**config.mk**
```make
export PLATFORM = sky130hd
export DESIGN_NAME = obbc_cell
export DESIGN_NICKNAME = d
export VERILOG_FILES = /design/src/obbc_pkg.sv /design/src/obbc_cell.sv
export SDC_FILE = /design/constraint.sdc
export NUM_CORES = 1
export LEC_CHECK = 0
export ABC_AREA = 1
export ABC_CLOCK_PERIOD_IN_PS = 1800
export BUFFER_PORTS_ARGS = -buffer_cell sky130_fd_sc_hd__buf_2
export CORE_ASPECT_RATIO = 1.5
export CORE_MARGIN = 3
export CORE_UTILIZATION = 55
export CTS_CLUSTER_SIZE = 40
export DETAILED_ROUTE_END_ITERATION = 12
export PLACE_DENSITY = 0.91
export SETUP_SLACK_MARGIN = 0.02
export SYNTH_ARGS = -nofsm -noshare
export SYNTH_HDL_FRONTEND = slang
export SYNTH_SLANG_ARGS = --single-unit
```
**constraint.sdc**
```tcl
create_clock -name clk_i -period 1.8 [get_ports clk_i]
set_clock_uncertainty 0.1 [all_clocks]
set_input_delay 0.09 -clock clk_i [delete_from_list [all_inputs] [get_ports clk_i]]
set_output_delay 0.09 -clock clk_i [all_outputs]
set_load 0.02 [all_outputs]
```
**src/obbc_pkg.sv**
```systemverilog
// ----------------------------------------------------------------------------
// obbc_pkg
// Shared constants, register codes and types for the box frustum cull test.
// ----------------------------------------------------------------------------
package obbc_pkg;

  // default coordinate width, signed Q.8
  localparam int unsigned COORD_WIDTH_DEF = 24;

  // plane register layout
  localparam int unsigned NUM_PLANES   = 6;
  localparam int unsigned NUM_AXES     = 3;
  localparam int unsigned NORMAL_W     = 13;  // signed Q1.11
  localparam int unsigned DIST_W       = 24;  // signed Q15.8
  localparam int unsigned DIST_LSB     = 39;
  localparam int unsigned FRAC_ALIGN   = 11;  // Q.8 -> Q.19
  localparam int unsigned PLANE_W      = 63;  // bit 63 is never used

  // configuration port
  localparam int unsigned CFG_IDX_W    = 3;
  localparam int unsigned CFG_DATA_W   = 64;

  typedef enum logic [CFG_IDX_W-1:0] {
    REG_CULL_EN      = 3'd0,
    REG_PLANE_LEFT   = 3'd1,
    REG_PLANE_RIGHT  = 3'd2,
    REG_PLANE_TOP    = 3'd3,
    REG_PLANE_BOTTOM = 3'd4,
    REG_PLANE_NEAR   = 3'd5,
    REG_PLANE_FAR    = 3'd6
  } obbc_reg_e;

  // control handed from cell to cell
  typedef struct packed {
    logic valid;
    logic ok;
  } obbc_ctl_t;

  // accumulator width: three products of 13 x (cw+2) bits plus the aligned distance
  function automatic int unsigned acc_width(input int unsigned cw);
    int unsigned a;
    a = cw + 17;
    if (a < DIST_W + FRAC_ALIGN + 2) begin
      a = DIST_W + FRAC_ALIGN + 2;
    end
    return a;
  endfunction

endpackage

```
**src/obbc_cell.sv**
```systemverilog
// ----------------------------------------------------------------------------
// obbc_cell
// One plane, one axis: adds n*(c +/- ext) to the running plane sum.
// ----------------------------------------------------------------------------
module obbc_cell import obbc_pkg::*; #(
  parameter int unsigned COORD_WIDTH = COORD_WIDTH_DEF,
  parameter int unsigned AXIS        = 0,
  localparam int unsigned EXT_W = COORD_WIDTH + 1,
  localparam int unsigned ACC_W = acc_width(COORD_WIDTH)
) (
  input  logic                                 clk_i,
  input  logic                                 rst_ni,
  input  logic                                 en_i,
  input  logic [PLANE_W-1:0]                   plane_i,
  input  obbc_ctl_t                            ctl_i,
  input  logic [NUM_AXES-1:0][EXT_W-1:0]       ext_i,
  input  logic [NUM_AXES-1:0][COORD_WIDTH-1:0] ctr_i,
  input  logic signed [ACC_W-1:0]              acc_i,
  output obbc_ctl_t                            ctl_o,
  output logic [NUM_AXES-1:0][EXT_W-1:0]       ext_o,
  output logic [NUM_AXES-1:0][COORD_WIDTH-1:0] ctr_o,
  output logic signed [ACC_W-1:0]              acc_o
);

  localparam int unsigned V_W = COORD_WIDTH + 2;
  localparam int unsigned P_W = V_W + NORMAL_W;

  logic signed [NORMAL_W-1:0] norm;
  logic signed [DIST_W-1:0]   dist_v;
  logic signed [V_W-1:0]      ctr_s;
  logic signed [V_W-1:0]      ext_s;
  logic signed [V_W-1:0]      v;
  logic signed [P_W-1:0]      prod;
  logic signed [ACC_W-1:0]    dist_al;
  logic signed [ACC_W-1:0]    acc_base;
  logic signed [ACC_W-1:0]    acc_d;
  logic                       ok_d;
  obbc_ctl_t                  ctl_q;
  logic [NUM_AXES-1:0][EXT_W-1:0]       ext_q;
  logic [NUM_AXES-1:0][COORD_WIDTH-1:0] ctr_q;
  logic signed [ACC_W-1:0]    acc_q;

  // plane fields for this axis
  assign norm   = $signed(plane_i[AXIS*NORMAL_W +: NORMAL_W]);
  assign dist_v = $signed(plane_i[DIST_LSB +: DIST_W]);

  // |n|*ext + n*c folded into one product: n*(c + sign(n)*ext)
  assign ctr_s = V_W'($signed(ctr_i[AXIS]));
  assign ext_s = $signed(V_W'(ext_i[AXIS]));
  assign v     = norm[NORMAL_W-1] ? (ctr_s - ext_s) : (ctr_s + ext_s);
  assign prod  = P_W'(norm) * P_W'(v);

  // first axis seeds the sum with -d, aligned to Q.19
  assign dist_al  = ACC_W'(dist_v) <<< FRAC_ALIGN;
  assign acc_base = (AXIS == 0) ? -dist_al : acc_i;
  assign acc_d    = acc_base + ACC_W'(prod);

  // last axis: plane passes when s + r >= 0
  assign ok_d = (AXIS == NUM_AXES - 1) ? (ctl_i.ok & ~acc_d[ACC_W-1]) : ctl_i.ok;

  always_ff @(posedge clk_i or negedge rst_ni) begin
    if (!rst_ni) begin
      ctl_q <= '0;
    end else if (en_i) begin
      ctl_q.valid <= ctl_i.valid;
      ctl_q.ok    <= ok_d;
    end
  end

  always_ff @(posedge clk_i) begin
    if (en_i) begin
      ext_q <= ext_i;
      ctr_q <= ctr_i;
      acc_q <= acc_d;
    end
  end

  assign ctl_o = ctl_q;
  assign ext_o = ext_q;
  assign ctr_o = ctr_q;
  assign acc_o = acc_q;

endmodule

```
==> impl_metrics.tcl, run 1 <==
set metrics [dict create \
    firstError "[ERROR GRT-0232] Routing congestion too high. Check the congestion heatmap in the GUI." \
    grt_max_degree 51 \
    synth.area.top_cells "fa_1 32%, edfxtp_1 26%, nand2_1 11%" \
    dp_hpwl_mm 61.7 \
    die_w_um 169 \
    status "aborted with a tool error" \
    stop_stage "global routing (5_1_grt)" \
    grt_use_total 0.727 \
    yosysMostFrequentCell "nand2_1" \
    netlist.top_cell.by_area "fa_1" \
    yosys_warnings 0 \
    postGrtWorstEndpoint "acc_o[34]$_DFFE_PP_/D" \
    syn_nets 3198 \
    clk_path_buf_depth 2 \
    die_y_um 250 \
    synth_compound_area_frac 0.0203 \
    yosys-top-cells-count "629 x nand2_1, 593 x inv_1, 353 x fa_1" \
    yosys.area_share.adder 0.386 \
    place.gp.congestion 0.989 \
    yosys.area_share.simple 0.190 \
    syn_avg_cell_area_sq_um 8.81 \
    ys.flop_type "edfxtp_1" \
    synth-edff-count 188 \
    synth_top_family_by_area "adder cells" \
    synthCells 2480 \
    rows 88 \
    async_reset_ff_frac 0.0105 \
    start_util 0.562 \
    muxShareOfSynthArea 0.00103 \
    ys_seq_area_frac 0.261 \
    worstEpCategory "sequential cell input" \
    syn_area_sq_um 21800 \
    ys_ff_latch 190 \
    ioPinCount 446 \
    synth_xor_area_frac 0.0313 \
    synth_top_area_share 0.323 \
    numCtsBuffers 17 \
    io_buffers 378 \
    synth_cell_types 40 \
    dpl-instance-area_sq_um 28600 \
    cts-htree-levels 4 \
    cts_sinks 190 \
    root_buffer "clkbuf_16" \
    gr-total-overflow 453 \
]
[per-layer routing]
| layer | global-route usage | GRT overflow |
|---|---|---|
| met1 | 0.692 | 7 |
| met2 | 0.923 | 297 |
| met3 | 0.558 | 7 |
| met4 | 0.752 | 142 |
| met5 | 0.249 | 0 |
[what timing repair did]
action | CTS
endpoints found under the hold margin | 156
pin swaps | 352
buffers inserted | 92
setup endpoints to repair | 39
cloned | 2
hold buffers | 152
resized for setup | 574
[per-stage QoR]
step	setup TNS (ps)	cells	hold WS (ps)	worst slack, ps
4_1_cts	-176900	4007	211	-5090
3_5_place_dp	-208310	3729	-224	-6060
3_3_place_gp	-200920	3729	-222	-5840
2_1_floorplan	-171250	2480	-306	-5160
[kinds of logic after synthesis]
family | count (synthesis)
AND/OR/NAND/NOR | 1039
multiplexers | 2
flip-flops | 190
XOR/XNOR | 66
AO/OA/AOI/OAI | 80
buffers and inverters | 641
adder cells (fa/ha/maj) | 462
==> run 2: changes to the inputs <==
CORE_ASPECT_RATIO = default   (was 1.5)
CORE_UTILIZATION = 40   (was 55)
CTS_CLUSTER_SIZE = default   (was 40)
PLACE_DENSITY = default   (was 0.91)
PLACE_DENSITY_LB_ADDON = 0.15   (was default)
SETUP_SLACK_MARGIN = default   (was 0.02)
==> impl_metrics.tcl, run 2 <==
set metrics [dict create \
    worst_pin_slew_ps 438 \
    violations "negative setup slack" \
    numCtsBuffers 17 \
    fillers 4477 \
    synth_cell_types 40 \
    clk_latency_ps 480 \
    area_growth_pct 56.9 \
    min_period_ps 7210 \
    clk_path_buf_depth 2 \
    setup_viol 39 \
    dr.pass1.iters 5 \
    slowest_delay_ps 540 \
    synth_xor_area_frac 0.0313 \
    gr-total-overflow 0 \
    antenna_left 0 \
    async_reset_ff_frac 0.0105 \
    wl_per_cell_um 16.9 \
    root_buffer "clkbuf_16" \
    max_slew_margin 0.705 \
    syn_nets 3198 \
    final_hold_viol_count 0 \
    final.setup.worst_slack_ps -5410 \
    cp-end-kind "flop" \
    synth-edff-count 188 \
    nNetsFinal 4242 \
    final_cell_mix "497 x inv_1, 443 x buf_4, 433 x nand2_1, 375 x buf_2, 326 x fa_1" \
    grt_use_total 0.254 \
    grt_max_degree 57 \
    hold_class "in2reg" \
    drv_cap 0 \
    largest_reg_flops 75 \
    finalSetupTns_ps -184350 \
    critPathKind "in2reg" \
    antenna_found_initial 1 \
    final_cell_area_sq_um 34300 \
    routed-via-count 19900 \
    period_share 4.00 \
    yosys-top-cells-count "629 x nand2_1, 593 x inv_1, 353 x fa_1" \
    drt_wl_total_mm 71.7 \
    clk_transition_reported_paths_ps 90 \
    synthCells 2480 \
    syn_avg_cell_area_sq_um 8.81 \
    hold_path_end "ext_o[55]$_DFFE_PP_" \
    grt_pass1_vias 21000 \
    yosys.area_share.simple 0.190 \
    reg2reg_slack_ps 930 \
    yosys.area_share.adder 0.386 \
    synth_top_area_share 0.323 \
    synth.area.top_cells "fa_1 32%, edfxtp_1 26%, nand2_1 11%" \
    place.gp.congestion 0.940 \
    status "finished with violations" \
    drive_above_1_share 0.441 \
    netlist.top_cell.by_area "fa_1" \
    drt_iter0_markers 1145 \
    ioPinCount 446 \
    die_y_um 240 \
    muxShareOfSynthArea 0.00103 \
    arrival_ps 7350 \
    required_ps 1940 \
    die_w_um 240 \
    regToRegEndpoint "ctl_o[1]$_DFFE_PN0P_" \
    fmax_mhz 139 \
    critPathMostFrequentCell "buf_6" \
    cts_sinks 190 \
    post-place-ws_ps -6020 \
    critical_path.slowest_cell "fa_1" \
    yosys_warnings 0 \
    cp-start-kind "input pin" \
    synth_compound_area_frac 0.0203 \
    io_buffers 378 \
    cts-htree-levels 4 \
    dieArea_sq_um 57500 \
    dp_hpwl_mm 57.8 \
    synth_top_family_by_area "adder cells" \
    dpl-instance-area_sq_um 28800 \
    start_util 0.405 \
    final_max_slew_viol_count 0 \
    ys_ff_latch 190 \
    cts_tree "done" \
    r2r_cells 1 \
    grt_pass1_wl_mm 112 \
    r2r-start "ctl_o[1]$_DFFE_PN0P_" \
    rows 85 \
    yosysMostFrequentCell "nand2_1" \
    syn_area_sq_um 21800 \
    drc 0 \
    fin_util 0.636 \
    min_from "ext_i[55]" \
    core_sq_um 53900 \
    path_max_fanout 4 \
    ys_seq_area_frac 0.261 \
    viasPerCell 4.71 \
    holdPathStages 2 \
    rsz0062_at_grt "yes" \
    ys.flop_type "edfxtp_1" \
    layout_commonest_cell "inv_1" \
]
[run 2: critical path, delay by kind of cell]
family / cells / cell delay (ps)
buffers and inverters: 17 / 1590
AO/OA/AOI/OAI: 5 / 670
adder cells (fa/ha/maj): 9 / 3650
XOR/XNOR: 1 / 180
AND/OR/NAND/NOR: 12 / 1160
[run 2: worst max-delay path by stage]
stage | slack [ps] | cells past startpoint | end | start
6_report | -5410 | 44 | acc_o[33]$_DFFE_PP_ | ext_i[1]
3_5_place_dp | -6020 | 43 | acc_o[38]$_DFFE_PP_ | ext_i[3]
3_3_place_gp | -5940 | 39 | acc_o[39]$_DFFE_PP_ | ext_i[3]
2_1_floorplan | -5160 | 37 | acc_o[39]$_DFFE_PP_ | ext_i[1]
5_1_grt | -5680 | 41 | acc_o[39]$_DFFE_PP_ | ext_i[0]
4_1_cts | -5180 | 40 | acc_o[39]$_DFFE_PP_ | ext_i[0]
[run 2: area by class of cell]
cell class,instances,area (sq um),share of cell area
sequential,190,5700,0.166
inverter,603,2310,0.0674
tap,696,871,0.0254
multi-input combinational,1651,16800,0.490
clock inverter,15,228,0.00664
antenna,1,2.50,0.0000730
timing repair buffer,1061,7960,0.232
clock buffer,17,425,0.0124
[run 2: per-stage QoR]
| step | cells | hold WS, ps |
|---|---|---|
| floorplan | 2480 | -306 |
| global placement | 3931 | -225 |
| detailed placement | 3931 | -219 |
| CTS | 4202 | 164 |
| global route | 4234 | 191 |
| finish | 4234 | 213 |
[run 2: kinds of logic after synthesis]
kind of cell               after synthesis
DFF                                    190
buffers and inverters                  641
xor gates and xnor gates                66
muxes                                    2
adders and majority gates              462
and+or+nand+nor                       1039
AOI/OAI and AO/OA                       80
[run 2: per-layer routing]
metal	routed length (um)	part of all wire	vias to the layer above	global-route usage
li1	-	-	9465	-
met1	29800	0.41	9814	0.327
met2	36100	0.50	567	0.443
met3	4490	0.063	89	0.0505
met4	1390	0.019	0	0.0596
met5	0	0	-	0
[run 2: what timing repair did]
action / 4_1_cts / 5_1_grt
gates cloned: 3 / 0
setup endpoints to repair: 39 / 39
resized for setup: 416 / 256
hold buffers: 152 / 0
pin swaps: 249 / 192
setup buffers: 84 / 33
endpoints found under the hold margin: 173 / 0
Power of run 2 is not shown: default switching activity piles up to over one toggle a cycle in this logic, so the estimate is an artifact.
==> run 3: changes to the inputs <==
RECOVER_POWER = 25   (was default)
==> impl_metrics.tcl, run 3 (same netlist as run 2, synthesis figures left out) <==
set metrics [dict create \
    status "finished with violations" \
    violations "negative setup slack" \
    fin_cells 4234 \
    post-place-ws_ps -6020 \
    grt_pass1_vias 21000 \
    clk_transition_reported_paths_ps 90 \
    nNetsFinal 4242 \
    final_max_slew_viol_count 0 \
    cts-htree-levels 4 \
    ioPinCount 446 \
    critPathMostFrequentCell "buf_6" \
    root_buffer "clkbuf_16" \
    setup_viol 39 \
    numCtsBuffers 17 \
    drv_cap 0 \
    clk_path_buf_depth 2 \
    multiInputGateArea_sq_um 16800 \
    die_w_um 240 \
    cp-end-kind "flop" \
    cts_tree "done" \
    fmax_mhz 139 \
    largest_reg_flops 75 \
    worst_pin_slew_ps 436 \
    io_buffers 378 \
    required_ps 1940 \
    max_slew_margin 0.706 \
    wl_per_cell_um 16.9 \
    drc 0 \
    fillers 4492 \
    area_growth_pct 56.8 \
    dr.pass1.iters 7 \
    viasPerCell 4.71 \
    grt_pass1_wl_mm 112 \
    layout_commonest_cell "inv_1" \
    met1Wirelength_mm 29.6 \
    rows 85 \
    rsz0062_at_grt "yes" \
    slowest_delay_ps 540 \
    dp_hpwl_mm 57.8 \
    drt_iter0_markers 1122 \
    place.gp.congestion 0.940 \
    cts_sinks 190 \
    drt_wl_total_mm 71.7 \
    critical_path.slowest_cell "fa_1" \
    final_cell_mix "497 x inv_1, 440 x buf_4, 433 x nand2_1, 344 x buf_2, 326 x fa_1" \
    dp_cells 3931 \
    antenna_found_initial 1 \
    detailroute.wirelength.met3_mm 4.64 \
    core_sq_um 53900 \
    grt_use_total 0.254 \
    final.setup.worst_slack_ps -5390 \
    start_util 0.405 \
    routed-via-count 19900 \
    path_max_fanout 4 \
    cp-start-kind "input pin" \
    dr_wl_met2_mm 36.1 \
    critPathKind "in2reg" \
    die_y_um 240 \
    arrival_ps 7340 \
    clk_latency_ps 490 \
    gr-total-overflow 0 \
    dieArea_sq_um 57500 \
    period_share 4.00 \
    top_layer_used "met4" \
    hold_class "in2reg" \
    min_period_ps 7190 \
    final_hold_viol_count 0 \
    drive_above_1_share 0.433 \
    antenna_left 0 \
    grt_max_degree 57 \
    register_area_sq_um 5700 \
]
==> run 3: per-stage QoR <==
stage | TNS, ps | hold slack (ps) | util | cell area (sq um)
floorplan | -171250 | -306 | - | 22900
global placement | -207970 | -225 | 0.534 | 28800
detailed placement | -208310 | -219 | 0.534 | 28800
CTS | -177810 | 164 | 0.615 | 33200
global route | -194330 | 191 | 0.635 | 34200
finish | -184170 | 213 | 0.635 | 34200
==> run 3: per-layer routing <==
layer / vias up / global-route usage
met5: - / 0
met3: 87 / 0.0505
met2: 589 / 0.443
met1: 9787 / 0.327
met4: 0 / 0.0596
li1: 9471 / -
==> run 3: layout make-up <==
type	instances	area share
multi-input cells	1651	0.490
clock inverters	15	0.00665
diodes	1	0.0000731
clock buffers	17	0.0124
well taps	696	0.0254
flip-flops and latches	190	0.166
inverters	603	0.0674
repair buffers	1061	0.231
==> run 3: path summary, 6_finish.rpt <==
| kind | startpoint | to | slack, ps | cells after the start |
|---|---|---|---|---|
| setup / recovery | ext_i[1] | acc_o[33]$_DFFE_PP_ | -5390 | 44 |
| hold / removal | ext_i[55] | ext_o[55]$_DFFE_PP_ | 210 | 2 |
| setup reg to reg | ctl_o[1]$_DFFE_PN0P_ | ctl_o[1]$_DFFE_PN0P_ | 920 | 1 |
| hold reg to reg | ctl_o[0]$_DFFE_PN0P_ | ctl_o[0]$_DFFE_PN0P_ | 440 | 1 |
| max in group asynchronous | rst_ni | ctl_o[1]$_DFFE_PN0P_ | 1040 | 3 |
| min in group asynchronous | rst_ni | ctl_o[0]$_DFFE_PN0P_ | 430 | 3 |
==> run 3: worst max-delay path, delay by kind of cell <==
| kind | cells | cell delay (ps) |
|---|---|---|
| and+or+nand+nor | 12 | 1160 |
| AOI/OAI and AO/OA | 5 | 670 |
| buffers and inverters | 17 | 1580 |
| adders and majority gates | 9 | 3650 |
| xor gates and xnor gates | 1 | 180 |
==> run 3: repair_timing <==
action	in CTS	in global routing
setup buffers	84	33
gates cloned	3	0
endpoints found under the setup margin	39	39
resized for setup	416	256
hold buffers	152	0
endpoints found under the hold margin	173	0
pin swaps	249	192
Power of run 3 is left out for the same reason.
==> run 4: changes to the inputs <==
CELL_PAD_IN_SITES_DETAIL_PLACEMENT = 0   (was default)
CELL_PAD_IN_SITES_GLOBAL_PLACEMENT = 1   (was default)
==> impl_metrics.tcl, run 4 (same netlist as run 2, synthesis figures left out) <==
set metrics [dict create \
    final_cell_area_sq_um 35100 \
    final_max_slew_viol_count 0 \
    grt_max_degree 42 \
    drt_wl_total_mm 74.3 \
    critPathMostFrequentCell "fa_1" \
    period_share 3.90 \
    grt_use_met3 0.0441 \
    layout_commonest_cell "inv_1" \
    drive_above_1_share 0.462 \
    worst_pin_slew_ps 442 \
    min_period_ps 7030 \
    final.setup.worst_slack_ps -5230 \
    grtUsageMet2 0.454 \
    final_cell_mix "487 x inv_1, 450 x buf_4, 394 x nand2_1, 337 x buf_2, 330 x fa_1" \
    rows 85 \
    clk_latency_ps 480 \
    rsz0062_at_grt "yes" \
    reg2reg_slack_ps 390 \
    cts-htree-levels 4 \
    fin_util 0.652 \
    cts_tree "done" \
    max_slew_margin 0.703 \
    gr-total-overflow 0 \
    r2r_cells 2 \
    area_growth_pct 60.8 \
    wl_per_cell_um 17.4 \
    dr.pass1.iters 5 \
    hold_class "in2reg" \
    root_buffer "clkbuf_16" \
    antenna_left 0 \
    viasPerCell 4.70 \
    nNetsFinal 4271 \
    critPathKind "in2reg" \
    grt_use_total 0.261 \
    numCtsBuffers 17 \
    die_w_um 240 \
    crit_end "acc_o[37]$_DFFE_PP_" \
    clk_transition_reported_paths_ps 90 \
    drv_cap 0 \
    cp-end-kind "flop" \
    diodes 0 \
    path_max_fanout 5 \
    clk_path_buf_depth 2 \
    regToRegEndpoint "ctl_o[1]$_DFFE_PN0P_" \
    dieArea_sq_um 57500 \
    die_y_um 240 \
    required_ps 1960 \
    setup_viol 39 \
    startpoint "ext_i[3]" \
    r2r-start "ctl_o[1]$_DFFE_PN0P_" \
    fmax_mhz 142 \
    core_sq_um 53900 \
    finalSetupTns_ps -179490 \
    ioPinCount 446 \
    use_met1 0.339 \
    routed-via-count 20000 \
    cts_sinks 190 \
    arrival_ps 7180 \
    largest_reg_flops 75 \
    drt_iter0_markers 917 \
    grt_pass1_wl_mm 114 \
    antenna_found_initial 0 \
    status "finished with violations" \
    io_buffers 378 \
    final_hold_viol_count 0 \
    place.gp.congestion 0.940 \
    slowest_delay_ps 630 \
    dp_cells 3953 \
    drc 0 \
    top_usage_layer "met2" \
    critical_path.slowest_cell "fa_2" \
    grt_pass1_vias 21200 \
    fin_cells 4262 \
    dp_hpwl_mm 60.2 \
    cp-start-kind "input pin" \
    dpl-instance-area_sq_um 28900 \
    start_util 0.405 \
    violations "negative setup slack" \
]
## run 4: how the worst min path moves through the flow
stage	from	endpoint	slack, ps	depth (start not counted)
floorplan	rst_ni	ctl_o[0]$_DFFE_PN0P_	-310	0
global placement	rst_ni	ctl_o[0]$_DFFE_PN0P_	-220	1
detailed placement	rst_ni	ctl_o[0]$_DFFE_PN0P_	-220	1
CTS	ctr_i[37]	ctr_o[37]$_DFFE_PP_	180	2
global route	ctr_i[59]	ctr_o[59]$_DFFE_PP_	190	2
finish	ctr_i[66]	ctr_o[66]$_DFFE_PP_	210	2
## run 4: worst max-delay path, delay by kind of cell
family / cells / cell delay [ps]
AOI/OAI and AO/OA: 2 / 120
xor gates and xnor gates: 1 / 190
adders and majority gates: 8 / 3810
buffers and inverters: 11 / 1000
and+or+nand+nor: 17 / 1960
## run 4: repair_timing
action | 4_1_cts | 5_1_grt
cloned | 2 | 0
pin swaps | 256 | 258
endpoints found under the setup margin | 39 | 39
resized for setup | 490 | 341
setup buffers | 75 | 51
hold buffers | 154 | 0
endpoints found under the hold margin | 170 | 0
## run 4: routing by layer
metal / wire length, um / vias to the layer above
met5: 0 / -
met4: 1590 / 0
met3: 4140 / 83
met2: 37000 / 509
met1: 31600 / 9917
li1: - / 9519
## run 4: stage by stage
step                      setup WS, ps  hold WS, ps
final                            -5230          206
after global routing             -5490          186
after CTS                        -5180          179
after detailed placement         -6150         -216
after global placement           -6190         -222
after floorplan                  -5160         -306
## run 4: cell type report
cell class / count / area [sq um]
flip-flops and latches: 190 / 5700
fillers: 4472 / 18800
inverters: 603 / 2320
clock inverters: 15 / 215
repair buffers: 1090 / 8210
clock buffers: 17 / 425
multi-input cells: 1651 / 17400
well taps: 696 / 871
Power of run 4 is left out for the same reason.
